## src/rtl/pcs_pkg.sv

```systemverilog
`default_nettype none

package pcs_pkg;

  localparam int IN_W    = 12;
  localparam int DATA_W  = 16;
  localparam int E_W     = IN_W + 1;
  localparam int NUM_CFG = 6;

  // Fixed scale divisor for the out_max / 80000 output scaling. The divisor is
  // 2^7 * 625: the power of two is shifted off, and the odd part is removed by a
  // reciprocal multiplication that is exact for dividends below 2^26.
  localparam int SCALE_DIVISOR = 80000;
  localparam int SCALE_SHIFT   = 7;
  localparam int SCALE_ODD     = SCALE_DIVISOR >> SCALE_SHIFT;
  localparam int QUO_X_W       = 26;
  localparam int RCP_SHIFT     = 36;
  localparam logic [26:0] RCP_MULT =
    27'(((64'd1 << RCP_SHIFT) + 64'(SCALE_ODD) - 64'd1) / 64'(SCALE_ODD));

  // Products at or above this magnitude give quotients beyond 16 bits, which the
  // output clamp removes anyway.
  localparam longint SCALE_SAT = longint'(SCALE_DIVISOR) << 16;

  typedef enum logic [2:0] {
    REG_SAMPLE_PERIOD = 3'd0,
    REG_PROP_GAIN     = 3'd1,
    REG_INTEG_GAIN    = 3'd2,
    REG_OUT_MAX       = 3'd3,
    REG_OUT_MIN       = 3'd4,
    REG_MAX_SLOPE     = 3'd5
  } cfg_reg_t;

  typedef struct packed {
    logic        [DATA_W-1:0] sample_period;
    logic signed [DATA_W-1:0] prop_gain;
    logic signed [DATA_W-1:0] integ_gain;
    logic signed [DATA_W-1:0] out_max;
    logic signed [DATA_W-1:0] out_min;
    logic        [DATA_W-1:0] max_slope;
  } cfg_t;

  // Datapath operations issued by the sequencer, one per cycle.
  typedef enum logic [3:0] {
    OP_NONE,
    OP_LOAD,
    OP_MUL_E,
    OP_ACC,
    OP_MUL_I,
    OP_SUM,
    OP_MUL_LO,
    OP_MUL_HI,
    OP_COMB,
    OP_RCP_LO,
    OP_RCP_HI,
    OP_QUO,
    OP_FIN
  } dp_op_t;

endpackage

`default_nettype wire

```

## src/rtl/pcs_ctrl.sv

```systemverilog
`default_nettype none

module pcs_ctrl import pcs_pkg::*; (
  input  logic   clk,
  input  logic   rst_n,
  input  logic   in_tvalid,
  output logic   in_tready,
  output logic   out_tvalid,
  input  logic   out_tready,
  input  logic   cfg_valid,
  output logic   cfg_ready,
  output dp_op_t dp_op
);

  typedef enum logic [3:0] {
    S_IDLE,
    S_MUL_E,
    S_ACC,
    S_MUL_I,
    S_SUM,
    S_MUL_LO,
    S_MUL_HI,
    S_COMB,
    S_RCP_LO,
    S_RCP_HI,
    S_QUO,
    S_FIN
  } state_t;

  state_t                 state_r, state_nxt;
  logic                   out_valid_r, out_valid_nxt;

  // Register writes are only taken between items and win over a new input.
  assign cfg_ready  = (state_r == S_IDLE);
  assign in_tready  = (state_r == S_IDLE) && !cfg_valid;
  assign out_tvalid = out_valid_r;

  always_comb begin
    state_nxt     = state_r;
    out_valid_nxt = out_valid_r & ~out_tready;
    dp_op         = OP_NONE;
    case (state_r)
      S_IDLE: begin
        if (in_tvalid && !cfg_valid) begin
          dp_op     = OP_LOAD;
          state_nxt = S_MUL_E;
        end
      end
      S_MUL_E: begin
        dp_op     = OP_MUL_E;
        state_nxt = S_ACC;
      end
      S_ACC: begin
        dp_op     = OP_ACC;
        state_nxt = S_MUL_I;
      end
      S_MUL_I: begin
        dp_op     = OP_MUL_I;
        state_nxt = S_SUM;
      end
      S_SUM: begin
        dp_op     = OP_SUM;
        state_nxt = S_MUL_LO;
      end
      S_MUL_LO: begin
        dp_op     = OP_MUL_LO;
        state_nxt = S_MUL_HI;
      end
      S_MUL_HI: begin
        dp_op     = OP_MUL_HI;
        state_nxt = S_COMB;
      end
      S_COMB: begin
        dp_op     = OP_COMB;
        state_nxt = S_RCP_LO;
      end
      S_RCP_LO: begin
        dp_op     = OP_RCP_LO;
        state_nxt = S_RCP_HI;
      end
      S_RCP_HI: begin
        dp_op     = OP_RCP_HI;
        state_nxt = S_QUO;
      end
      S_QUO: begin
        dp_op     = OP_QUO;
        state_nxt = S_FIN;
      end
      S_FIN: begin
        // The result register may only be reloaded once its transaction is done.
        if (!out_valid_r || out_tready) begin
          dp_op         = OP_FIN;
          out_valid_nxt = 1'b1;
          state_nxt     = S_IDLE;
        end
      end
      default: begin
        state_nxt = S_IDLE;
      end
    endcase
  end

  always_ff @(posedge clk) begin
    if (!rst_n) begin
      state_r     <= S_IDLE;
      out_valid_r <= 1'b0;
    end else begin
      state_r     <= state_nxt;
      out_valid_r <= out_valid_nxt;
    end
  end

  a_fin_sets_valid: assert property (@(posedge clk) disable iff (!rst_n)
    (dp_op == OP_FIN) |=> out_valid_r)
    else $error("result register not marked valid after finishing an item");

  a_fin_slot_free: assert property (@(posedge clk) disable iff (!rst_n)
    (dp_op == OP_FIN) |-> (!out_valid_r || out_tready))
    else $error("result overwritten while previous transaction pending");

  a_accept_busy: assert property (@(posedge clk) disable iff (!rst_n)
    (in_tvalid && in_tready) |=> !in_tready)
    else $error("sequencer still idle after accepting an item");

  a_quo_exit: assert property (@(posedge clk) disable iff (!rst_n)
    (state_r == S_QUO) |=> (state_r == S_FIN))
    else $error("quotient step not followed by the finishing step");

endmodule

`default_nettype wire

```

## src/rtl/pcs_datapath.sv

```systemverilog
`default_nettype none

module pcs_datapath import pcs_pkg::*; (
  input  logic                     clk,
  input  logic                     rst_n,
  input  dp_op_t                   dp_op,
  input  cfg_t                     cfg,
  input  logic                     clear,
  input  logic        [IN_W-1:0]   set_point,
  input  logic        [IN_W-1:0]   measured_value,
  output logic signed [DATA_W-1:0] drive
);

  localparam logic [15:0] RCP_LO = RCP_MULT[15:0];
  localparam logic [10:0] RCP_HI = RCP_MULT[26:16];
  localparam logic signed [57:0] SAT_POS = 58'(SCALE_SAT);
  localparam logic signed [57:0] SAT_NEG = -SAT_POS;

  logic signed [E_W-1:0]    e_r;
  logic signed [49:0]       mul_r;
  logic signed [31:0]       integ_r;
  logic signed [20:0]       p_r;
  logic signed [39:0]       sum_r;
  logic signed [40:0]       lo_r;
  logic                     neg_r;
  logic                     big_r;
  logic        [QUO_X_W-1:0] x_r;
  logic        [25:0]       frac_r;
  logic signed [17:0]       y_r;
  logic signed [DATA_W-1:0] prev_r;
  logic signed [DATA_W-1:0] drive_r;

  logic signed [16:0] mul_a;
  logic signed [32:0] mul_b;
  logic signed [49:0] mul_p;
  logic signed [41:0] trunc_w;
  logic signed [33:0] acc_w;
  logic signed [31:0] acc_sat;
  logic signed [57:0] prod_w;
  logic signed [57:0] mag_w;
  logic        [37:0] quo_sum;
  logic        [16:0] quo;
  logic signed [17:0] ymag18;
  logic signed [17:0] min18;
  logic signed [17:0] max18;
  logic signed [17:0] y_lo;
  logic signed [17:0] y18;
  logic signed [17:0] prev18;
  logic signed [17:0] slope18;
  logic signed [17:0] delta18;
  logic signed [17:0] slew18;

  // Signed value divided by 256, rounded toward zero.
  function automatic logic signed [41:0] trunc256(input logic signed [49:0] x);
    logic signed [49:0] t;
    t = x + (x[49] ? 50'sd255 : 50'sd0);
    return t[49:8];
  endfunction

  // One shared multiplier; its operands follow the current operation.
  always_comb begin
    mul_a = '0;
    mul_b = '0;
    case (dp_op)
      OP_MUL_E: begin
        mul_a = {{(17-E_W){e_r[E_W-1]}}, e_r};
        mul_b = {17'b0, cfg.sample_period};
      end
      OP_ACC: begin
        mul_a = {cfg.prop_gain[15], cfg.prop_gain};
        mul_b = {{(33-E_W){e_r[E_W-1]}}, e_r};
      end
      OP_MUL_I: begin
        mul_a = {cfg.integ_gain[15], cfg.integ_gain};
        mul_b = {integ_r[31], integ_r};
      end
      OP_MUL_LO: begin
        mul_a = {cfg.out_max[15], cfg.out_max};
        mul_b = {9'b0, sum_r[23:0]};
      end
      OP_MUL_HI: begin
        mul_a = {cfg.out_max[15], cfg.out_max};
        mul_b = {{17{sum_r[39]}}, sum_r[39:24]};
      end
      OP_RCP_LO: begin
        mul_a = {1'b0, RCP_LO};
        mul_b = {{(33-QUO_X_W){1'b0}}, x_r};
      end
      OP_RCP_HI: begin
        mul_a = {6'b0, RCP_HI};
        mul_b = {{(33-QUO_X_W){1'b0}}, x_r};
      end
      default: begin
        mul_a = '0;
        mul_b = '0;
      end
    endcase
  end

  assign mul_p   = mul_a * mul_b;
  assign trunc_w = trunc256(mul_r);

  // Integrator update with saturation to the 32-bit signed range.
  assign acc_w = {{2{integ_r[31]}}, integ_r} + {{5{mul_r[28]}}, mul_r[28:0]};
  always_comb begin
    if (acc_w[33:31] == 3'b000 || acc_w[33:31] == 3'b111) begin
      acc_sat = acc_w[31:0];
    end else if (acc_w[33]) begin
      acc_sat = {1'b1, 31'b0};
    end else begin
      acc_sat = {1'b0, {31{1'b1}}};
    end
  end

  // The high partial product is shifted into place above the low one.
  assign prod_w = {{2{mul_r[31]}}, mul_r[31:0], 24'b0} + {{17{lo_r[40]}}, lo_r};
  assign mag_w  = prod_w[57] ? -prod_w : prod_w;

  // The reciprocal product is split at bit 16; the low half only contributes
  // its upper bits, which is exact for the final shift by 36.
  assign quo_sum = mul_r[37:0] + {12'b0, frac_r};
  assign quo     = big_r ? 17'h10000 : {1'b0, quo_sum[35:20]};
  assign ymag18  = {1'b0, quo};

  // Clamp (lower bound first) and slew limit.
  always_comb begin
    min18   = {{2{cfg.out_min[15]}}, cfg.out_min};
    max18   = {{2{cfg.out_max[15]}}, cfg.out_max};
    y_lo    = (y_r < min18) ? min18 : y_r;
    y18     = (y_lo > max18) ? max18 : y_lo;
    prev18  = {{2{prev_r[15]}}, prev_r};
    slope18 = {2'b0, cfg.max_slope};
    delta18 = y18 - prev18;
    if (delta18 > slope18) begin
      slew18 = prev18 + slope18;
    end else if (delta18 < -slope18) begin
      slew18 = prev18 - slope18;
    end else begin
      slew18 = y18;
    end
  end

  always_ff @(posedge clk) begin
    case (dp_op)
      OP_LOAD: begin
        e_r <= $signed({1'b0, set_point}) - $signed({1'b0, measured_value});
      end
      OP_MUL_E, OP_ACC, OP_MUL_LO, OP_RCP_LO: begin
        mul_r <= mul_p;
      end
      OP_MUL_I: begin
        mul_r <= mul_p;
        p_r   <= trunc_w[20:0];
      end
      OP_SUM: begin
        sum_r <= {{19{p_r[20]}}, p_r} + trunc_w[39:0];
      end
      OP_MUL_HI: begin
        mul_r <= mul_p;
        lo_r  <= mul_r[40:0];
      end
      OP_COMB: begin
        neg_r <= prod_w[57];
        big_r <= (prod_w >= SAT_POS) || (prod_w <= SAT_NEG);
        x_r   <= mag_w[QUO_X_W+SCALE_SHIFT-1:SCALE_SHIFT];
      end
      OP_RCP_HI: begin
        mul_r  <= mul_p;
        frac_r <= mul_r[41:16];
      end
      OP_QUO: begin
        y_r <= neg_r ? -ymag18 : ymag18;
      end
      OP_FIN: begin
        drive_r <= slew18[15:0];
      end
      default: begin
      end
    endcase
  end

  always_ff @(posedge clk) begin
    if (!rst_n) begin
      integ_r <= '0;
      prev_r  <= '0;
    end else if (clear) begin
      // A write to a listed register restarts the loop from rest.
      integ_r <= '0;
      prev_r  <= '0;
    end else begin
      if (dp_op == OP_ACC) begin
        integ_r <= acc_sat;
      end
      if (dp_op == OP_FIN) begin
        prev_r <= slew18[15:0];
      end
    end
  end

  assign drive = drive_r;

  a_quo_fits: assert property (@(posedge clk) disable iff (!rst_n)
    (dp_op == OP_QUO && !big_r) |-> (quo_sum[37:36] == 2'b00))
    else $error("reciprocal quotient exceeded 16 bits");

endmodule

`default_nettype wire

```

## src/rtl/pi_controller_clamp_slew_unit.sv

```systemverilog
`default_nettype none

// PI controller with output clamp and slew limit. Each transaction on the in_
// stream carries a set point and a measured sample and yields exactly one drive
// value on the out_ stream. A new item is accepted only after the last one is
// through, and its result is registered and offered by the finishing step: a
// single shared 17x33 multiplier forms seven products in sequence, three for the
// controller terms, two for the out_max product and two for a reciprocal divide
// by 80000. Quotients beyond 16 bits saturate, since the clamp removes them
// anyway. The result sits in an output register, so a new item is accepted while
// the previous result is still waiting to be taken; the next item then holds in
// its last step until that transaction is done. cfg_ready is high only while no
// item is being processed, and a register write takes priority over an input
// transaction in the same cycle. A write to a listed register clears the
// integrator and the previous drive value.

module pi_controller_clamp_slew_unit import pcs_pkg::*; (
  input  logic        clk,
  input  logic        rst_n,
  input  logic        in_tvalid,
  output logic        in_tready,
  input  logic [23:0] in_tdata,    // [11:0] set_point, [23:12] measured_value
  output logic        out_tvalid,
  input  logic        out_tready,
  output logic [15:0] out_tdata,   // [15:0] drive
  input  logic        cfg_valid,
  output logic        cfg_ready,
  input  logic [2:0]  cfg_index,
  input  logic [15:0] cfg_data
);

  cfg_t   cfg_r;
  logic   cfg_wr;
  logic   clear;
  dp_op_t dp_op;
  logic signed [DATA_W-1:0] drive;

  assign cfg_wr    = cfg_valid & cfg_ready;

  always_comb begin
    clear = 1'b0;
    if (cfg_wr) begin
      case (cfg_index)
        REG_SAMPLE_PERIOD, REG_PROP_GAIN, REG_INTEG_GAIN,
        REG_OUT_MAX, REG_OUT_MIN, REG_MAX_SLOPE: clear = 1'b1;
        default: clear = 1'b0;
      endcase
    end
  end

  always_ff @(posedge clk) begin
    if (!rst_n) begin
      cfg_r.sample_period <= 16'd1;
      cfg_r.prop_gain     <= 16'sd256;
      cfg_r.integ_gain    <= 16'sd0;
      cfg_r.out_max       <= 16'sd4095;
      cfg_r.out_min       <= 16'sd0;
      cfg_r.max_slope     <= 16'hFFFF;
    end else if (cfg_wr) begin
      case (cfg_index)
        REG_SAMPLE_PERIOD: cfg_r.sample_period <= cfg_data;
        REG_PROP_GAIN:     cfg_r.prop_gain     <= cfg_data;
        REG_INTEG_GAIN:    cfg_r.integ_gain    <= cfg_data;
        REG_OUT_MAX:       cfg_r.out_max       <= cfg_data;
        REG_OUT_MIN:       cfg_r.out_min       <= cfg_data;
        REG_MAX_SLOPE:     cfg_r.max_slope     <= cfg_data;
        default: begin
        end
      endcase
    end
  end

  pcs_ctrl u_ctrl (
    .clk        (clk),
    .rst_n      (rst_n),
    .in_tvalid  (in_tvalid),
    .in_tready  (in_tready),
    .out_tvalid (out_tvalid),
    .out_tready (out_tready),
    .cfg_valid  (cfg_valid),
    .cfg_ready  (cfg_ready),
    .dp_op      (dp_op)
  );

  pcs_datapath u_datapath (
    .clk            (clk),
    .rst_n          (rst_n),
    .dp_op          (dp_op),
    .cfg            (cfg_r),
    .clear          (clear),
    .set_point      (in_tdata[11:0]),
    .measured_value (in_tdata[23:12]),
    .drive          (drive)
  );

  assign out_tdata = drive;

endmodule

`default_nettype wire

```

## config.mk

```make
export PLATFORM = sky130hd
export DESIGN_NAME = pi_controller_clamp_slew_unit
export DESIGN_NICKNAME = d
export VERILOG_FILES = /design/src/rtl/pcs_pkg.sv /design/src/rtl/pcs_ctrl.sv /design/src/rtl/pcs_datapath.sv /design/src/rtl/pi_controller_clamp_slew_unit.sv
export SDC_FILE = /design/constraint.sdc
export NUM_CORES = 2
export LEC_CHECK = 0
export ABC_AREA = 1
export BUFFER_PORTS_ARGS = -buffer_cell sky130_fd_sc_hd__buf_2
export CAP_MARGIN = 20
export CELL_PAD_IN_SITES_DETAIL_PLACEMENT = 1
export CELL_PAD_IN_SITES_GLOBAL_PLACEMENT = 1
export CORE_MARGIN = 1
export CORE_UTILIZATION = 40
export CTS_CLUSTER_SIZE = 40
export DETAILED_ROUTE_END_ITERATION = 16
export PLACE_DENSITY = 0.8
export SYNTH_ARGS = -nofsm -noshare
export SYNTH_HDL_FRONTEND = slang
export SYNTH_HIERARCHICAL = 1
export SYNTH_SLANG_ARGS = --single-unit
```

## constraint.sdc

```tcl
create_clock -name clk -period 8.7 [get_ports clk]
set_clock_uncertainty 0.2 [all_clocks]
set_input_delay 0.435 -clock clk [delete_from_list [all_inputs] [get_ports clk]]
set_output_delay 0.435 -clock clk [all_outputs]
set_load 0.02 [all_outputs]
```

==> reports/results.ini <==
[logic_synthesis]
synth.mux.area_fraction = 0
yosys_warnings = 6
synth_seq_area_share = 0.216
synthesis.instances = 6280
net_count_after_synthesis = 7236
share_of_flip_flops_with_an_asynchronous_set_or_reset = 0
postSynthRegisterBits = 401
synth_area_per_cell_sq_um = 7.79
count_of_flip_flops_with_a_built_in_enable_after_synthesis = 252
synth_compound_gate_area_share = 0.0981
netlist-cell-type-count = 64
dominantRegCellSynth = sky130_fd_sc_hd__edfxtp_1
largest_family_of_logic_cells_by_synthesized_area = adder cells
synth_fa_ha_area_frac = 0.314
synth_area_sq_um = 48900
synth_simple_gate_area_frac = 0.224
post_synth_xor_area_fraction = 0.0494

[die]
initial_utilization = 0.406
die_w_um = 352
fp.dieArea_sq_um = 124000
placementRows = 127
ioPinCount = 67
core-area_sq_um = 121000
fp.dieH_um = 352

[worst_setup_path]
cp.arrival_ns = 8.59
critical_path_buf_inv_count = 12
category_of_cells_accounting_for_the_largest_share_of_critical_path_delay = adder cells
worstSetupStartpointType = flip-flop
required_ns = 8.88
critical-path-slowest-cell = sky130_fd_sc_hd__fa_1
worst_r2r_endpoint = u_datapath/mul_r[40]
worst-r2r-setup-slack_ns = 0.29
cpPeakStageDelay_ns = 0.55
worst-path-max-fanout = 10
critical_path_class = reg2reg
r2r_start = u_ctrl/state_r[0]
end_kind = flip-flop
timing.reg2reg.worst_path_depth = 38

[sta]
relSlewSlack = 0.194
clock.fmax_ghz = 0.119
final_max_slew_viol_count = 0
setup_viol = 0
timing_hold_violations_final = 0
timing.final.crit_share = 0.967
timing.final.ws_setup_ns = 0.291
fin_crit_ns = 8.41
timing_worst_slew_pin_value_ns = 1.20

[clock_network]
tritoncts.num_buffers = 48
clock_path_buffers = 3
clock_latency_ns = 0.64
cts_tree = yes
clock_sink_count = 401
clockRootBuffer = sky130_fd_sc_hd__clkbuf_16
htreeDepth = 2
cts.clk_slew.worst_paths_ns = 0.06

[finish]
area_delta_synth_final_pct = 14.0
final_cell_area_sq_um = 55700
fraction_of_final_layout_cells_with_drive_strength_greater_than_1 = 0.102
utilization = 0.462
num-nets-final = 7576

[outcome]
run_status = completed

[global_route]
grt_start_max_net_pins = 82
grt_pass1_wl_um = 292000
grt-ovfl-total = 0
track_usage = 0.313
number_of_global_route_vias_before_repair = 48100
number_of_antenna_violations_at_the_first_check_in_global_routing = 7

[min_path]
min_to = u_datapath/e_r[12]
hold_path_depth = 3
worst_hold_path_type = in2reg
hold_path_startpoint = in_tdata[11]

[power_and_ir_drop]
net-switching-power_mw = 8.52
combPwrFrac = 0.684
sum_of_internal_switching_and_leakage_power_mw = 16.1
power.leakage_nw = 27.0
power.share.clock = 0.132
sequentialPowerShare = 0.184
maximum_vdd_drop_mv = 0.159
p_int_mw = 7.54
sw_frac_of_total = 0.530
power_density_over_the_cells_nw_per_um2 = 288

[drt]
total_via_count_in_the_routed_design = 45700
post-route-drc-count = 0
wirelength_um = 193000
dr.first_iter.drc_count = 4015
ant_nets = 0
drt-wirelength-per-cell_um = 23.3
dr.pass1.iters = 6
via_per_inst = 5.52

[job]
timing.max_cap.violations = 0

[placed_design]
globalplace.congestion = 0.978
preCtsSetupSlack_ns = -0.164
post-dp-hpwl_um = 159000
count_of_buffers_inserted_at_the_top_level_ports = 66
post_dp_cell_area_sq_um = 53700

-- how the worst max path moves through the flow --
stage | slack (ns) | to | cells after the start | startpoint
3_3_place_gp | 0.14 | u_datapath/mul_r[41] | 39 | out_tready
5_1_grt | -0.02 | u_datapath/mul_r[41] | 39 | u_ctrl/state_r[3]
3_5_place_dp | -0.16 | u_datapath/mul_r[40] | 36 | out_tready
2_1_floorplan | 0.28 | u_datapath/mul_r[49] | 32 | u_ctrl/state_r[0]
4_1_cts | 0.06 | u_datapath/mul_r[49] | 38 | u_ctrl/state_r[2]
6_report | 0.29 | u_datapath/mul_r[40] | 38 | u_ctrl/state_r[0]
-- worst register-to-register path, delay by kind of cell, from the launching register on --
family / cells / cell delay, ns
xor gates and xnor gates: 1 / 0.13
buffers and inverters: 12 / 1.34
and+or+nand+nor: 12 / 1.29
adders and majority gates: 7 / 3.41
AOI/OAI and AO/OA: 6 / 1.43
DFF: 1 / 0.35
-- routing by layer --
layer,up-vias,track usage,routed length (um),part of all wire
li1,20700,-,-,-
met1,22900,0.411,79900,0.41
met2,1658,0.513,89000,0.46
met3,422,0.0452,14700,0.076
met4,0,0.135,9120,0.047
met5,-,0,0,0
-- layout by cell type, fill, tap and decap left out, drive strengths merged, types with 5 or more instances in the layout --
cell type / count
nand2: 1368
inv: 1062
nor2: 763
fa: 534
buf: 427
a21oi: 408
ha: 374
nand3: 296
edfxtp: 252
o21ai: 252
xor2: 193
dfxtp: 149
xnor2: 82
clkbuf: 73
nor3: 69
nand4: 53
nor4: 40
a31oi: 30
o211ai: 28
o21a: 24
clkinv: 19
a21o: 18
dlygate4sd3: 17
a22o: 16
o21bai: 14
a221oi: 12
and3: 11
nand3b: 10
o31ai: 9
a21boi: 8
clkinvlp: 7
diode: 6
or2: 6
and2: 6
o221ai: 5
-- repair_timing --
item                                   CTS  global route
hold buffers                            17             0
cloned                                   0             1
gates resized for setup                  5            52
buffers inserted                         0             6
endpoints found under the hold margin   43             0
pin swaps                                1             5
setup endpoints to repair               17            50
-- synthesized netlist by cell type, drive strengths merged (28+ instances only) --
library cell | number | area [sq um]
nand2 | 1368 | 5250
inv | 1061 | 3980
nor2 | 763 | 2970
fa | 534 | 10700
a21oi | 408 | 2060
ha | 374 | 4680
nand3 | 296 | 1510
edfxtp | 252 | 7570
o21ai | 252 | 1340
xor2 | 193 | 1700
dfxtp | 149 | 2980
clkbuf | 87 | 327
xnor2 | 82 | 718
nor3 | 69 | 360
buf | 68 | 428
nand4 | 53 | 332
nor4 | 40 | 339
a31oi | 30 | 188
o211ai | 28 | 210
-- through the flow --
| step | setup TNS, ns | hold WS (ns) | instances |
|---|---|---|---|
| global route | -0.0515 | 0.0753 | 8269 |
| global placement | 0 | 0.240 | 8154 |
| CTS | 0 | 0.0513 | 8259 |
| detailed placement | -1.13 | 0.250 | 8155 |
| floorplan | 0 | 0.229 | 6280 |
| finish | 0 | 0.0793 | 8275 |
-- cells by family (layout without fill, tap and decap cells) --
family | after synthesis | count (layout)
and+or+nand+nor | 2623 | 2623
other | 0 | 6
buffers and inverters | 1231 | 1608
DFF | 401 | 401
xor gates and xnor gates | 275 | 275
AOI/OAI and AO/OA | 842 | 842
adders and majority gates | 908 | 908
-- final cells by class --
class,count,area [sq um]
Sequential cell,401,10600
Inverter,1076,4060
Tap cell,1612,2020
Timing Repair Buffer,445,3670
Multi-Input combinational cell,4648,33800
Clock inverter,15,179
Clock buffer,72,1430
Antenna cell,6,15.0
Fill cell,14900,64900
-- power groups by stage --
| stage | Sequential, mW | Combinational [mW] | Clock [mW] |
|---|---|---|---|
| after detailed placement | 2.97 | 10.7 | 0 |
| after CTS | 2.94 | 10.8 | 2.14 |
| after floorplan | 2.85 | 6.41 | 0 |
| final | 2.96 | 11.0 | 2.12 |
| after global placement | 2.97 | 10.2 | 0 |
| after global routing | 2.95 | 11.9 | 2.20 |
-- state kept, by name, indices dropped and copies added, names as in the netlist, 21 cells and up --
name	flops
u_datapath/integ_r	32
u_datapath/frac_r	26
u_datapath/p_r	21
u_datapath/x_r	26
u_datapath/sum_r	40
cfg_r	96
u_datapath/mul_r	49
u_datapath/lo_r	41
(Power assumes the default switching activity.)
